File: src/hdl/gmcp_pkg.sv
`timescale 1ns / 1ps
// ----------------------------------------------------------------------------
// gmcp_pkg
// Shared types, constants and helpers for the grid min-cost path block.
// ----------------------------------------------------------------------------
package gmcp_pkg;

    localparam int COST_W       = 32;
    localparam int CELL_W       = 16;
    localparam int CFG_W        = 4;
    localparam int MAX_ROWS_DEF = 8;

    localparam logic [CFG_W-1:0]  ROWS_RESET = 4'd3;
    localparam logic [COST_W-1:0] COST_SAT   = 32'hFFFF_FFFF;

    // one column store entry: reachable flag plus path cost
    typedef struct packed {
        logic              reach;
        logic [COST_W-1:0] cost;
    } entry_t;

    localparam entry_t ENTRY_NONE = '{reach: 1'b0, cost: '0};

    // per-cell control handed to the cell unit
    typedef struct packed {
        logic up_en;
        logic down_en;
        logic blocked;
        logic first;
    } cell_ctl_t;

    // least reachable of two entries; unreachable only if both are
    function automatic entry_t entry_min(input entry_t a, input entry_t b);
        entry_t res;
        if (!a.reach)
        begin
            res = b;
        end
        else if (!b.reach)
        begin
            res = a;
        end
        else if (b.cost < a.cost)
        begin
            res = b;
        end
        else
        begin
            res = a;
        end
        return res;
    endfunction

endpackage

File: src/hdl/gmcp_col_ram.sv
`timescale 1ns / 1ps
// ----------------------------------------------------------------------------
// gmcp_col_ram
// Column store: one write port, two read ports, registered read data.
// ----------------------------------------------------------------------------
module gmcp_col_ram #(
    parameter int DEPTH = gmcp_pkg::MAX_ROWS_DEF,
    parameter int AW    = 3
) (
    input  logic              clk,
    input  logic              wr_en,
    input  logic [AW-1:0]     wr_addr,
    input  gmcp_pkg::entry_t  wr_data,
    input  logic              rd_en,
    input  logic [AW-1:0]     rd_addr_a,
    input  logic [AW-1:0]     rd_addr_b,
    output gmcp_pkg::entry_t  rd_data_a,
    output gmcp_pkg::entry_t  rd_data_b
);

    gmcp_pkg::entry_t mem [DEPTH];
    gmcp_pkg::entry_t rd_a_reg;
    gmcp_pkg::entry_t rd_b_reg;

    always_ff @(posedge clk)
    begin
        if (wr_en)
        begin
            mem[wr_addr] <= wr_data;
        end
    end

    always_ff @(posedge clk)
    begin
        if (rd_en)
        begin
            rd_a_reg <= mem[rd_addr_a];
            rd_b_reg <= mem[rd_addr_b];
        end
    end

    assign rd_data_a = rd_a_reg;
    assign rd_data_b = rd_b_reg;

endmodule

File: src/hdl/gmcp_cell_unit.sv
`timescale 1ns / 1ps
// ----------------------------------------------------------------------------
// gmcp_cell_unit
// Three-way neighbor min plus saturating add of the cell cost.
// ----------------------------------------------------------------------------
module gmcp_cell_unit (
    input  gmcp_pkg::entry_t                nbr_up,
    input  gmcp_pkg::entry_t                nbr_mid,
    input  gmcp_pkg::entry_t                nbr_down,
    input  gmcp_pkg::cell_ctl_t             ctl,
    input  logic [gmcp_pkg::CELL_W-1:0]     cell_cost,
    output gmcp_pkg::entry_t                new_entry
);

    gmcp_pkg::entry_t              up_q;
    gmcp_pkg::entry_t              down_q;
    gmcp_pkg::entry_t              best;
    logic [gmcp_pkg::COST_W:0]     sum;

    always_comb
    begin
        up_q   = ctl.up_en   ? nbr_up   : gmcp_pkg::ENTRY_NONE;
        down_q = ctl.down_en ? nbr_down : gmcp_pkg::ENTRY_NONE;
        best   = gmcp_pkg::entry_min(gmcp_pkg::entry_min(up_q, nbr_mid), down_q);
        sum    = {1'b0, best.cost} + (gmcp_pkg::COST_W + 1)'(cell_cost);

        if (ctl.blocked)
        begin
            new_entry = gmcp_pkg::ENTRY_NONE;
        end
        else if (ctl.first)
        begin
            new_entry.reach = 1'b1;
            new_entry.cost  = gmcp_pkg::COST_W'(cell_cost);
        end
        else if (best.reach)
        begin
            new_entry.reach = 1'b1;
            // carry out means the sum passed the field maximum
            new_entry.cost  = sum[gmcp_pkg::COST_W] ? gmcp_pkg::COST_SAT
                                                    : sum[gmcp_pkg::COST_W-1:0];
        end
        else
        begin
            new_entry = gmcp_pkg::ENTRY_NONE;
        end
    end

endmodule

File: src/hdl/grid_min_cost_path_blocked.sv
`timescale 1ns / 1ps
// ----------------------------------------------------------------------------
// grid_min_cost_path_blocked
// Streaming min-cost path over a grid with blocked cells, three moves per step.
// ----------------------------------------------------------------------------
// Usage:
//  - Cells arrive on the s_axis request channel in column-major order, rows
//    0 .. rows_in_use-1 of each column. tdata = cell cost, tuser = blocked,
//    tlast = last cell of the grid.
//  - cfg_wr_en/cfg_wr_data write rows_in_use (0 acts as 1, values above
//    MAX_ROWS act as MAX_ROWS). Write only while the block is idle.
//  - One result per grid on m_axis: tdata = best cost over the final column
//    (0 if none), tuser = path found. Cells without tlast give no result.
//  - Throughput: one cell per cycle unless stalled. Stage 1 issues two column
//    store reads (own row and row below); stage 2 does min/add and writes
//    back. The row above comes from a held register; a write-to-read bypass
//    covers short columns where the next column's reads meet the pending
//    write. A result passes stage 2 and the output register to m_axis.
//  - The best cost of the final column is tracked as a running min, so no
//    sweep over the store is needed at grid end.
//  - Backpressure: while a result waits on m_axis, cells keep flowing; only a
//    second grid end that finds the result register still full holds
//    s_axis_tready low until the receiver takes the first.
//  - Reset clears the row position, first-column flag, entry valid bits and
//    the output register; rows_in_use returns to 3. No clearing pass needed.
// ----------------------------------------------------------------------------
module grid_min_cost_path_blocked #(
    parameter int MAX_ROWS = gmcp_pkg::MAX_ROWS_DEF
) (
    input  logic                          clk,
    input  logic                          rst_n,

    input  logic                          cfg_wr_en,
    input  logic [gmcp_pkg::CFG_W-1:0]    cfg_wr_data,   // rows_in_use

    input  logic                          s_axis_tvalid,
    output logic                          s_axis_tready,
    input  logic [gmcp_pkg::CELL_W-1:0]   s_axis_tdata,  // [15:0] cell_cost
    input  logic [0:0]                    s_axis_tuser,  // [0] cell_blocked
    input  logic                          s_axis_tlast,  // grid_end

    output logic                          m_axis_tvalid,
    input  logic                          m_axis_tready,
    output logic [gmcp_pkg::COST_W-1:0]   m_axis_tdata,  // [31:0] best_cost
    output logic [0:0]                    m_axis_tuser   // [0] path_found
);

    localparam int AW = (MAX_ROWS > 1) ? $clog2(MAX_ROWS) : 1;
    localparam int RW = $clog2(MAX_ROWS + 1);

    // ---------------- configuration ----------------
    logic [gmcp_pkg::CFG_W-1:0] rows_cfg_reg;

    always_ff @(posedge clk or negedge rst_n)
    begin
        if (!rst_n)
        begin
            rows_cfg_reg <= gmcp_pkg::ROWS_RESET;
        end
        else if (cfg_wr_en)
        begin
            rows_cfg_reg <= cfg_wr_data;
        end
    end

    // ---------------- stage 1: row tracking and store reads ----------------
    logic          accept;
    logic          s2_go;
    logic [RW-1:0] rows_eff;
    logic          wrap;
    logic [AW-1:0] cur_row;
    logic          cur_first;
    logic [RW-1:0] row_plus;
    logic          has_up;
    logic          has_down;
    logic [AW-1:0] rd_b_addr;
    logic          fwd_a;
    logic          fwd_b;

    logic [AW-1:0] row_pos_reg;
    logic [AW-1:0] row_pos_next;
    logic          first_col_reg;
    logic          first_col_next;

    logic [MAX_ROWS-1:0] entry_vld_reg;

    // stage 2 registers
    logic                         s2_valid_reg;
    logic [AW-1:0]                s2_row_reg;
    logic [gmcp_pkg::CELL_W-1:0]  s2_cost_reg;
    logic                         s2_end_reg;
    gmcp_pkg::cell_ctl_t          s2_ctl_reg;
    logic                         fwd_a_reg;
    logic                         fwd_b_reg;
    logic                         vld_a_reg;
    logic                         vld_b_reg;

    always_comb
    begin
        // clamp the row count to 1 .. MAX_ROWS
        if (rows_cfg_reg == '0)
        begin
            rows_eff = RW'(1);
        end
        else if (32'(rows_cfg_reg) > 32'(MAX_ROWS))
        begin
            rows_eff = RW'(MAX_ROWS);
        end
        else
        begin
            rows_eff = RW'(rows_cfg_reg);
        end

        // row count shrank under the current position: start a new column
        wrap      = RW'(row_pos_reg) >= rows_eff;
        cur_row   = wrap ? '0 : row_pos_reg;
        cur_first = wrap ? 1'b0 : first_col_reg;
        row_plus  = RW'(cur_row) + RW'(1);
        has_up    = cur_row != '0;
        has_down  = row_plus < rows_eff;
        rd_b_addr = has_down ? row_plus[AW-1:0] : cur_row;

        // stage 2 writes this edge; bypass if it hits a row read now
        fwd_a = s2_go && (s2_row_reg == cur_row);
        fwd_b = s2_go && (s2_row_reg == rd_b_addr);

        if (s_axis_tlast)
        begin
            row_pos_next   = '0;
            first_col_next = 1'b1;
        end
        else if (!has_down)
        begin
            row_pos_next   = '0;
            first_col_next = 1'b0;
        end
        else
        begin
            row_pos_next   = row_plus[AW-1:0];
            first_col_next = cur_first;
        end
    end

    always_ff @(posedge clk or negedge rst_n)
    begin
        if (!rst_n)
        begin
            row_pos_reg   <= '0;
            first_col_reg <= 1'b1;
        end
        else if (accept)
        begin
            row_pos_reg   <= row_pos_next;
            first_col_reg <= first_col_next;
        end
    end

    // ---------------- column store ----------------
    gmcp_pkg::entry_t rd_data_a;
    gmcp_pkg::entry_t rd_data_b;
    gmcp_pkg::entry_t new_entry;

    gmcp_col_ram #(
        .DEPTH (MAX_ROWS),
        .AW    (AW)
    ) u_col_ram (
        .clk       (clk),
        .wr_en     (s2_go),
        .wr_addr   (s2_row_reg),
        .wr_data   (new_entry),
        .rd_en     (accept),
        .rd_addr_a (cur_row),
        .rd_addr_b (rd_b_addr),
        .rd_data_a (rd_data_a),
        .rd_data_b (rd_data_b)
    );

    // entry valid bits: an entry not written since grid start reads unreachable
    always_ff @(posedge clk or negedge rst_n)
    begin
        if (!rst_n)
        begin
            entry_vld_reg <= '0;
        end
        else if (s2_go)
        begin
            if (s2_end_reg)
            begin
                entry_vld_reg <= '0;
            end
            else
            begin
                entry_vld_reg[s2_row_reg] <= 1'b1;
            end
        end
    end

    // ---------------- stage 2 pipeline register ----------------
    always_ff @(posedge clk or negedge rst_n)
    begin
        if (!rst_n)
        begin
            s2_valid_reg <= 1'b0;
        end
        else if (accept)
        begin
            s2_valid_reg <= 1'b1;
        end
        else if (s2_go)
        begin
            s2_valid_reg <= 1'b0;
        end
    end

    always_ff @(posedge clk)
    begin
        if (accept)
        begin
            s2_row_reg         <= cur_row;
            s2_cost_reg        <= s_axis_tdata;
            s2_end_reg         <= s_axis_tlast;
            s2_ctl_reg.up_en   <= has_up;
            s2_ctl_reg.down_en <= has_down;
            s2_ctl_reg.blocked <= s_axis_tuser[0];
            s2_ctl_reg.first   <= cur_first;
            fwd_a_reg          <= fwd_a;
            fwd_b_reg          <= fwd_b;
            vld_a_reg          <= entry_vld_reg[cur_row];
            vld_b_reg          <= entry_vld_reg[rd_b_addr];
        end
    end

    // ---------------- stage 2: compute and write back ----------------
    gmcp_pkg::entry_t held_reg;      // previous column's value of the row above
    gmcp_pkg::entry_t last_wr_reg;   // last entry written, for the bypass
    gmcp_pkg::entry_t col_min_reg;   // running min of the current column
    gmcp_pkg::entry_t nbr_mid;
    gmcp_pkg::entry_t nbr_down;
    gmcp_pkg::entry_t col_min_next;

    logic                        out_valid_reg;
    logic [gmcp_pkg::COST_W-1:0] out_cost_reg;
    logic                        out_found_reg;

    always_comb
    begin
        if (fwd_a_reg)
        begin
            nbr_mid = last_wr_reg;
        end
        else
        begin
            nbr_mid.reach = vld_a_reg && rd_data_a.reach;
            nbr_mid.cost  = rd_data_a.cost;
        end

        if (fwd_b_reg)
        begin
            nbr_down = last_wr_reg;
        end
        else
        begin
            nbr_down.reach = vld_b_reg && rd_data_b.reach;
            nbr_down.cost  = rd_data_b.cost;
        end

        col_min_next = gmcp_pkg::entry_min(
            (s2_row_reg == '0) ? gmcp_pkg::ENTRY_NONE : col_min_reg, new_entry);
    end

    gmcp_cell_unit u_cell_unit (
        .nbr_up    (held_reg),
        .nbr_mid   (nbr_mid),
        .nbr_down  (nbr_down),
        .ctl       (s2_ctl_reg),
        .cell_cost (s2_cost_reg),
        .new_entry (new_entry)
    );

    always_ff @(posedge clk or negedge rst_n)
    begin
        if (!rst_n)
        begin
            held_reg <= gmcp_pkg::ENTRY_NONE;
        end
        else if (s2_go)
        begin
            held_reg <= nbr_mid;
        end
    end

    always_ff @(posedge clk)
    begin
        if (s2_go)
        begin
            last_wr_reg <= new_entry;
            col_min_reg <= col_min_next;
        end
    end

    // ---------------- output register ----------------
    // stage 2 holds only when its grid end finds the output still full
    assign s2_go  = s2_valid_reg && !(s2_end_reg && out_valid_reg && !m_axis_tready);
    assign s_axis_tready = !s2_valid_reg || s2_go;
    assign accept = s_axis_tvalid && s_axis_tready;

    always_ff @(posedge clk or negedge rst_n)
    begin
        if (!rst_n)
        begin
            out_valid_reg <= 1'b0;
        end
        else if (s2_go && s2_end_reg)
        begin
            out_valid_reg <= 1'b1;
        end
        else if (m_axis_tready)
        begin
            out_valid_reg <= 1'b0;
        end
    end

    always_ff @(posedge clk)
    begin
        if (s2_go && s2_end_reg)
        begin
            out_cost_reg  <= col_min_next.reach ? col_min_next.cost : '0;
            out_found_reg <= col_min_next.reach;
        end
    end

    assign m_axis_tvalid   = out_valid_reg;
    assign m_axis_tdata    = out_cost_reg;
    assign m_axis_tuser[0] = out_found_reg;

endmodule

File: config.mk
export PLATFORM = sky130hd
export DESIGN_NAME = grid_min_cost_path_blocked
export DESIGN_NICKNAME = d
export VERILOG_FILES = /design/src/hdl/gmcp_pkg.sv /design/src/hdl/gmcp_col_ram.sv /design/src/hdl/gmcp_cell_unit.sv /design/src/hdl/grid_min_cost_path_blocked.sv
export SDC_FILE = /design/constraint.sdc
export NUM_CORES = 1
export LEC_CHECK = 0
export BUFFER_PORTS_ARGS = -buffer_cell sky130_fd_sc_hd__buf_2
export CAP_MARGIN = 20
export CORE_MARGIN = 2
export CORE_UTILIZATION = 25
export DETAILED_ROUTE_END_ITERATION = 16
export HOLD_SLACK_MARGIN = 0.02
export PLACE_DENSITY = 0.46
export SLEW_MARGIN = 20
export SYNTH_ARGS = -nofsm -noshare
export SYNTH_HDL_FRONTEND = slang
export SYNTH_SLANG_ARGS = --single-unit
File: constraint.sdc
create_clock -name clk -period 16.3 [get_ports clk]
set_input_delay 0.815 -clock clk [delete_from_list [all_inputs] [get_ports clk]]
set_output_delay 0.815 -clock clk [all_outputs]
set_load 0.05 [all_outputs]
==> metrics.yaml, run 1 <==
layout:
  area_growth_pct: 14.48
  fin_area_sq_mm: 0.03160
  regMostFlops: "u_col_ram.mem"
  final_nets: 2539
  mostFrequentLayoutCell: "edfxtp_1"
  filler_cell_count: 11150
  diodes: 0
  largest_register_ffs: 264
  ff_latch_area_sq_mm: 0.01501
  final_cell_mix: "457 x edfxtp_1, 320 x nand2_1, 206 x mux2i_1"
  multiInputGateArea_sq_mm: 0.01184
  layout-drive-gt1-share: 0.1447
timing:
  slew-limit-headroom: 0.2574
  worst_slack_ps: 3553
  whs_ps: 340.9
  finalHoldViolations: 0
  maxSlewViolCount: 0
  post-route-period-util: 0.7820
  rsz0062_at_grt: "no"
  fin_skew_ps: 19.10
  finalSetupTns_ps: 0
  fin_crit_ps: 12750
  worst_pin_slew_ps: 1114
  fmax_mhz: 78.45
  setup_viol: 0
pwr:
  power.total_w: 0.004882
  powerDensity_mw_per_mm2: 154.5
  peakVddDrop_uv: 106.4
  p_leak_nw: 11.71
clocking:
  insertion_delay_ps: 630
  cts_buffers: 55
  cts_buffer_depth: 3
  cts_resized: 0
  cts_hold_buf: 0
  post_cts_buffers: 0
  cts-root-buf: "clkbuf_16"
  clk_pin_slew_ps: 70
  htreeDepth: 2
  tritoncts: "done"
  cts_sinks: 508
global_route:
  gr-total-overflow: 0
  grt_pass1_vias: 19730
  grt_max_degree: 125
  grt_pass1_wl_mm: 132.3
  antenna_found_initial: 3
  grt.total_usage: 0.1559
yosys:
  syn_avg_cell_area_sq_um: 11.74
  ys_types: 75
  yosysWarningCount: 0
  synth-edff-count: 457
  synthArstFlopShare: 0.1004
  synthesis.area_sq_mm: 0.02761
  ys_ff_latch: 508
  synth_cells: 2351
  yosys-top-cells-area: "edfxtp_1 50%, mux2i_1 7.5%, ha_1 5.3%, nand2_1 4.4%, dfrtp_1 4.4%"
  yosys_most_used_dff: "edfxtp_1"
  ys_seq_area_frac: 0.5435
  yosysTopAreaCell: "edfxtp_1"
  synth_nets: 2497
  synth.top_cell.area_share: 0.4971
outcome:
  status: "completed"
worst_setup_path:
  crit_top_cell: "buf_4"
  crit_type: "flip-flop to flip-flop"
  cp-start-kind: "flip-flop"
  worstPathArrival_ps: 13110
  cp_max_fo: 76
  crit_slowest_cell: "nor2_1"
  cpPeakStageDelay_ps: 720
  cp-end-kind: "flip-flop"
  crit_required_ps: 16660
min_path:
  worstHoldPathType: "input port to async pin"
place:
  hpwlAfterDp_mm: 57.87
  gp_congestion: 0.8795
  dp_slack_ps: 3591
  portBuffers: 61
  placed_area_sq_mm: 0.02974
floorplanning:
  die_height_microns: 336.3
  coreArea_sq_mm: 0.1092
  die_area_sq_mm: 0.1131
  initial_utilization: 0.2529
  io_pins: 62
  die_width_microns: 336.3
  num_rows: 121
route:
  vias_per_cell: 5.025
  drt_wl_total_mm: 90.16
  drc: 0
  dr.pass1.iters: 6
  wl_per_cell_microns: 23.03
  drtIter0Drc: 1744
  drtAntennaViolNets: 0
  vias: 19670
job:
  max-cap-violations: 0
## cells in the mapped netlist, drive strengths merged (45+ instances only)
master / instances
edfxtp: 457
nand2: 322
mux2i: 207
a21oi: 160
mux2: 155
o21ai: 140
ha: 118
clkbuf: 106
nor2: 101
inv: 58
dfrtp: 48
a221oi: 45
## metrics by stage
step,utilization,std cells
floorplan,-,2351
global placement,0.2725,3812
detailed placement,0.2725,3812
CTS,0.2895,3915
global route,0.2895,3915
finish,0.2895,3915
## metal layers
metal  vias up  wire length, microns  track usage  part of all wire
met5         -                    13            0           0.00014
met4         2                  1913      0.04036             0.021
met3       140                  5398      0.02336             0.060
met2       656                 40760       0.2498              0.45
met1      9920                 42070       0.2191              0.47
li1       8954                     -            -                 -
## final cells by class
cell class / instances / area share
inverter: 61 / 0.007364
timing repair buffer: 127 / 0.02573
multi-input combinational: 1640 / 0.3747
sequential: 508 / 0.4750
clock inverter: 39 / 0.01255
tap: 1476 / 0.05844
clock buffer: 64 / 0.04624
## power breakdown
group | switching (W) | internal [W]
sequential | 0.000153 | 0.00170
combinational | 0.00110 | 0.000622
clock | 0.000548 | 0.000753
total | 0.00180 | 0.00308
## cells by family (layout without fill, tap and decap cells)
| group | count (synthesis) | count (layout) | share of synthesized area |
|---|---|---|---|
| DFF | 508 | 508 | 0.5435 |
| muxes | 362 | 362 | 0.1387 |
| and+or+nand+nor | 625 | 625 | 0.1037 |
| AOI/OAI and AO/OA | 501 | 501 | 0.1187 |
| xor gates and xnor gates | 33 | 33 | 0.01047 |
| buffers and inverters | 203 | 291 | 0.03073 |
| adders and majority gates | 119 | 119 | 0.05421 |
## critical path: cells and delay by family, from the launching register on
family,cells,cell delay (ps)
AO/OA/AOI/OAI,17,4370
flip-flops,1,320
AND/OR/NAND/NOR,10,2350
adder cells (fa/ha/maj),4,1370
multiplexers,3,1490
buffers and inverters,7,2430
## final timing paths
path / depth (start not counted) / startpoint / to / slack, ps
worst max-delay path: 41 / fwd_a_reg / m_axis_tdata[30] / 3550
worst min-delay path: 2 / rst_n / row_pos_reg[0] / 340
worst min register to register: 2 / first_col_reg / first_col_reg / 500
min in group clk: 1 / s_axis_tdata[9] / s2_cost_reg[9] / 360
max in group asynchronous: 2 / rst_n / row_pos_reg[1] / 15380
worst max register to register: 41 / fwd_a_reg / m_axis_tdata[30] / 3550
No activity file was read; power rests on OpenSTA's default activity.
==> inputs of run 2 (changes only) <==
--- a/config.mk
+++ b/config.mk
@@ -5,13 +5,14 @@
 export SDC_FILE = /design/constraint.sdc
 export NUM_CORES = 1
 export LEC_CHECK = 0
+export ABC_AREA = 1
 export BUFFER_PORTS_ARGS = -buffer_cell sky130_fd_sc_hd__buf_2
 export CAP_MARGIN = 20
 export CORE_MARGIN = 2
 export CORE_UTILIZATION = 25
 export DETAILED_ROUTE_END_ITERATION = 16
 export HOLD_SLACK_MARGIN = 0.02
-export PLACE_DENSITY = 0.46
+export PLACE_DENSITY = 0.47
 export SLEW_MARGIN = 20
 export SYNTH_ARGS = -nofsm -noshare
 export SYNTH_HDL_FRONTEND = slang
==> constraint.sdc (replaced) <==
create_clock -name clk -period 10.5 [get_ports clk]
set_input_delay 0.525 -clock clk [delete_from_list [all_inputs] [get_ports clk]]
set_output_delay 0.525 -clock clk [all_outputs]
set_load 0.05 [all_outputs]
==> run 2 against run 1 <==
  * Fmax increased by 32%
  * Synthesized area shrank 3.2%
  * Synthesized cell count grew 21%
  * Hold slack worse by 310 ps
  * Final cell count rose by 11%
  * Clock skew is 7.5 ps higher
==> metrics.yaml, run 2 <==
outcome:
  status: "completed"
worst_setup_path:
  cp-end-kind: "flip-flop"
  cpPeakStageDelay_ps: 550
  cp-start-kind: "flip-flop"
  crit_type: "flip-flop to flip-flop"
  crit_slowest_cell: "or4_1"
  cp_max_fo: 26
  crit_top_cell: "nand2_1"
  worstPathArrival_ps: 10070
  ff2ff_path_depth: 62
  crit_required_ps: 10880
layout:
  final_cell_mix: "457 x edfxtp_1, 451 x nand2_1, 343 x o21ai_0"
  regMostFlops: "u_col_ram.mem"
  largest_register_ffs: 264
  mostFrequentLayoutCell: "edfxtp_1"
  finalCoreUtilization: 0.2921
  area_growth_pct: 15.45
  final_nets: 3036
  fin_area_sq_mm: 0.03084
  layout-drive-gt1-share: 0.1052
timing:
  post-route-period-util: 0.9231
  worst_pin_slew_ps: 1086
  fin_crit_ps: 9693
  fmax_mhz: 103.2
  setup_viol: 0
  rsz0062_at_grt: "no"
  maxSlewViolCount: 0
  whs_ps: 27.70
  slew-limit-headroom: 0.2763
  fin_skew_ps: 26.58
  finalHoldViolations: 0
yosys:
  yosys_most_used_dff: "edfxtp_1"
  synthArstFlopShare: 0.1004
  yosysTopAreaCell: "edfxtp_1"
  ys_ff_latch: 508
  synth-edff-count: 457
  synth_nets: 2985
  yosysMostFrequentCell: "edfxtp_1"
  yosysWarningCount: 0
  synth.top_cell.area_share: 0.5137
  yosys-top-cells-area: "edfxtp_1 51%, o21ai_0 6.6%, nand2_1 6.3%, ha_1 5.5%, a21oi_1 5.5%"
  ys_seq_area_frac: 0.5617
  synth_cells: 2839
  syn_avg_cell_area_sq_um: 9.409
  ys_types: 46
  synth_common_cells: "457 x edfxtp_1, 451 x nand2_1, 350 x o21ai_0"
  synthesis.area_sq_mm: 0.02671
floorplanning:
  initial_utilization: 0.2530
  die_height_microns: 330.9
  die_width_microns: 330.9
  num_rows: 119
  die_area_sq_mm: 0.1095
  io_pins: 62
  coreArea_sq_mm: 0.1056
global_route:
  grt.total_usage: 0.1610
  grt_max_degree: 144
  grt_pass1_vias: 19220
  grt_pass1_wl_mm: 130.3
  antenna_found_initial: 5
  gr-total-overflow: 0
route:
  dr.pass1.iters: 5
  drtAntennaViolNets: 0
  vias: 20670
  dr_wl_met3_mm: 5.499
  met2_length_mm: 40.05
  drtIter0Drc: 1714
  wl_per_cell_microns: 20.67
  routedLengthMet1_mm: 41.80
  routed.top_layer: "met5"
  drc: 0
  vias_per_cell: 4.775
  drt_wl_total_mm: 89.49
clocking:
  clk_pin_slew_ps: 60
  cts_buffers: 56
  cts_buffer_depth: 3
  cts-root-buf: "clkbuf_16"
  insertion_delay_ps: 640
  htreeDepth: 2
  cts_sinks: 508
  tritoncts: "done"
  cts_hold_buf: 0
pwr:
  p_leak_nw: 12.10
  peakVddDrop_uv: 211.1
  powerDensity_mw_per_mm2: 260.2
place:
  placed_area_sq_mm: 0.02895
  gp_congestion: 0.8607
  portBuffers: 61
  hpwlAfterDp_mm: 56.28
min_path:
  worstHoldPathType: "input port to async pin"
job:
  max-cap-violations: 0
run 2: cell count changes after synthesis, sizes merged, moves of 41 or more:
cell,previous run,this run
inv,58,272
a21oi,160,294
a211oi,9,56
a31oi,11,60
nor2,101,341
mux2i,207,0
nand2,322,475
mux2,155,0
and3,41,0
o21ai,140,387
a221oi,45,1
run 2: metal layers:
layer,up-vias,GRT usage
met1,9930,0.2293
met3,120,0.02575
met5,-,0
li1,10020,-
met4,8,0.04436
met2,597,0.2520
run 2: critical path, delay by kind of cell, from the launching register on:
family / cells / cell delay, ps
AO/OA/AOI/OAI: 14 / 2230
adder cells (fa/ha/maj): 5 / 1560
buffers and inverters: 10 / 1310
flip-flops: 1 / 430
AND/OR/NAND/NOR: 33 / 3880
run 2: path summary, 6_finish.rpt:
kind                       slack [ps]                to              from
max                               810  m_axis_tdata[19]         fwd_a_reg
min                                30   rows_cfg_reg[2]             rst_n
max reg2reg                       810  m_axis_tdata[19]         fwd_a_reg
min reg2reg                       490  entry_vld_reg[7]  entry_vld_reg[7]
max in group asynchronous        9910       held_reg[8]             rst_n
min in group clk                   70    s2_cost_reg[1]   s_axis_tdata[1]
run 2: cell type report:
type                       instances  area (sq um)
inverter                         275          1044
clock inverter                    27         230.2
tap                             1391          1740
antenna                            2         5.005
sequential                       508         15000
timing repair buffer             149          1070
fill                           10990         74730
clock buffer                      77          1531
multi-input combinational       1900         10220
run 2: stage by stage:
stage | std cells | total power (W) | setup TNS [ps] | worst slack [ps]
after floorplan | 2839 | 0.004960 | 0 | 1162
after global placement | 4220 | 0.006049 | 0 | 221.6
after detailed placement | 4221 | 0.006029 | -74.81 | -34.98
after CTS | 4325 | 0.008013 | 0 | 102.2
after global routing | 4327 | 0.008544 | 0 | 40.61
final | 4329 | 0.008023 | 0 | 807.0
run 2: what timing repair did:
item,CTS,global route
setup endpoints to repair,23,64
buffers inserted,0,1
resized for setup,1,25
pin swaps,0,1
cloned,0,1
run 2: power by group:
group | switching [W] | total (W) | internal, W | leakage, nW
clock network | 0.000846 | 0.00196 | 0.00111 | 0.862
registers | 0.000139 | 0.00281 | 0.00267 | 4.96
logic | 0.00227 | 0.00325 | 0.000988 | 6.27
run 2: logic make-up after synthesis:
| logic type | Yosys count | share of synthesized area |
|---|---|---|
| AO/OA/AOI/OAI | 851 | 0.1741 |
| adder cells (fa/ha/maj) | 119 | 0.05602 |
| flip-flops | 508 | 0.5617 |
| XOR/XNOR | 30 | 0.009836 |
| AND/OR/NAND/NOR | 900 | 0.1350 |
| buffers and inverters | 431 | 0.06338 |
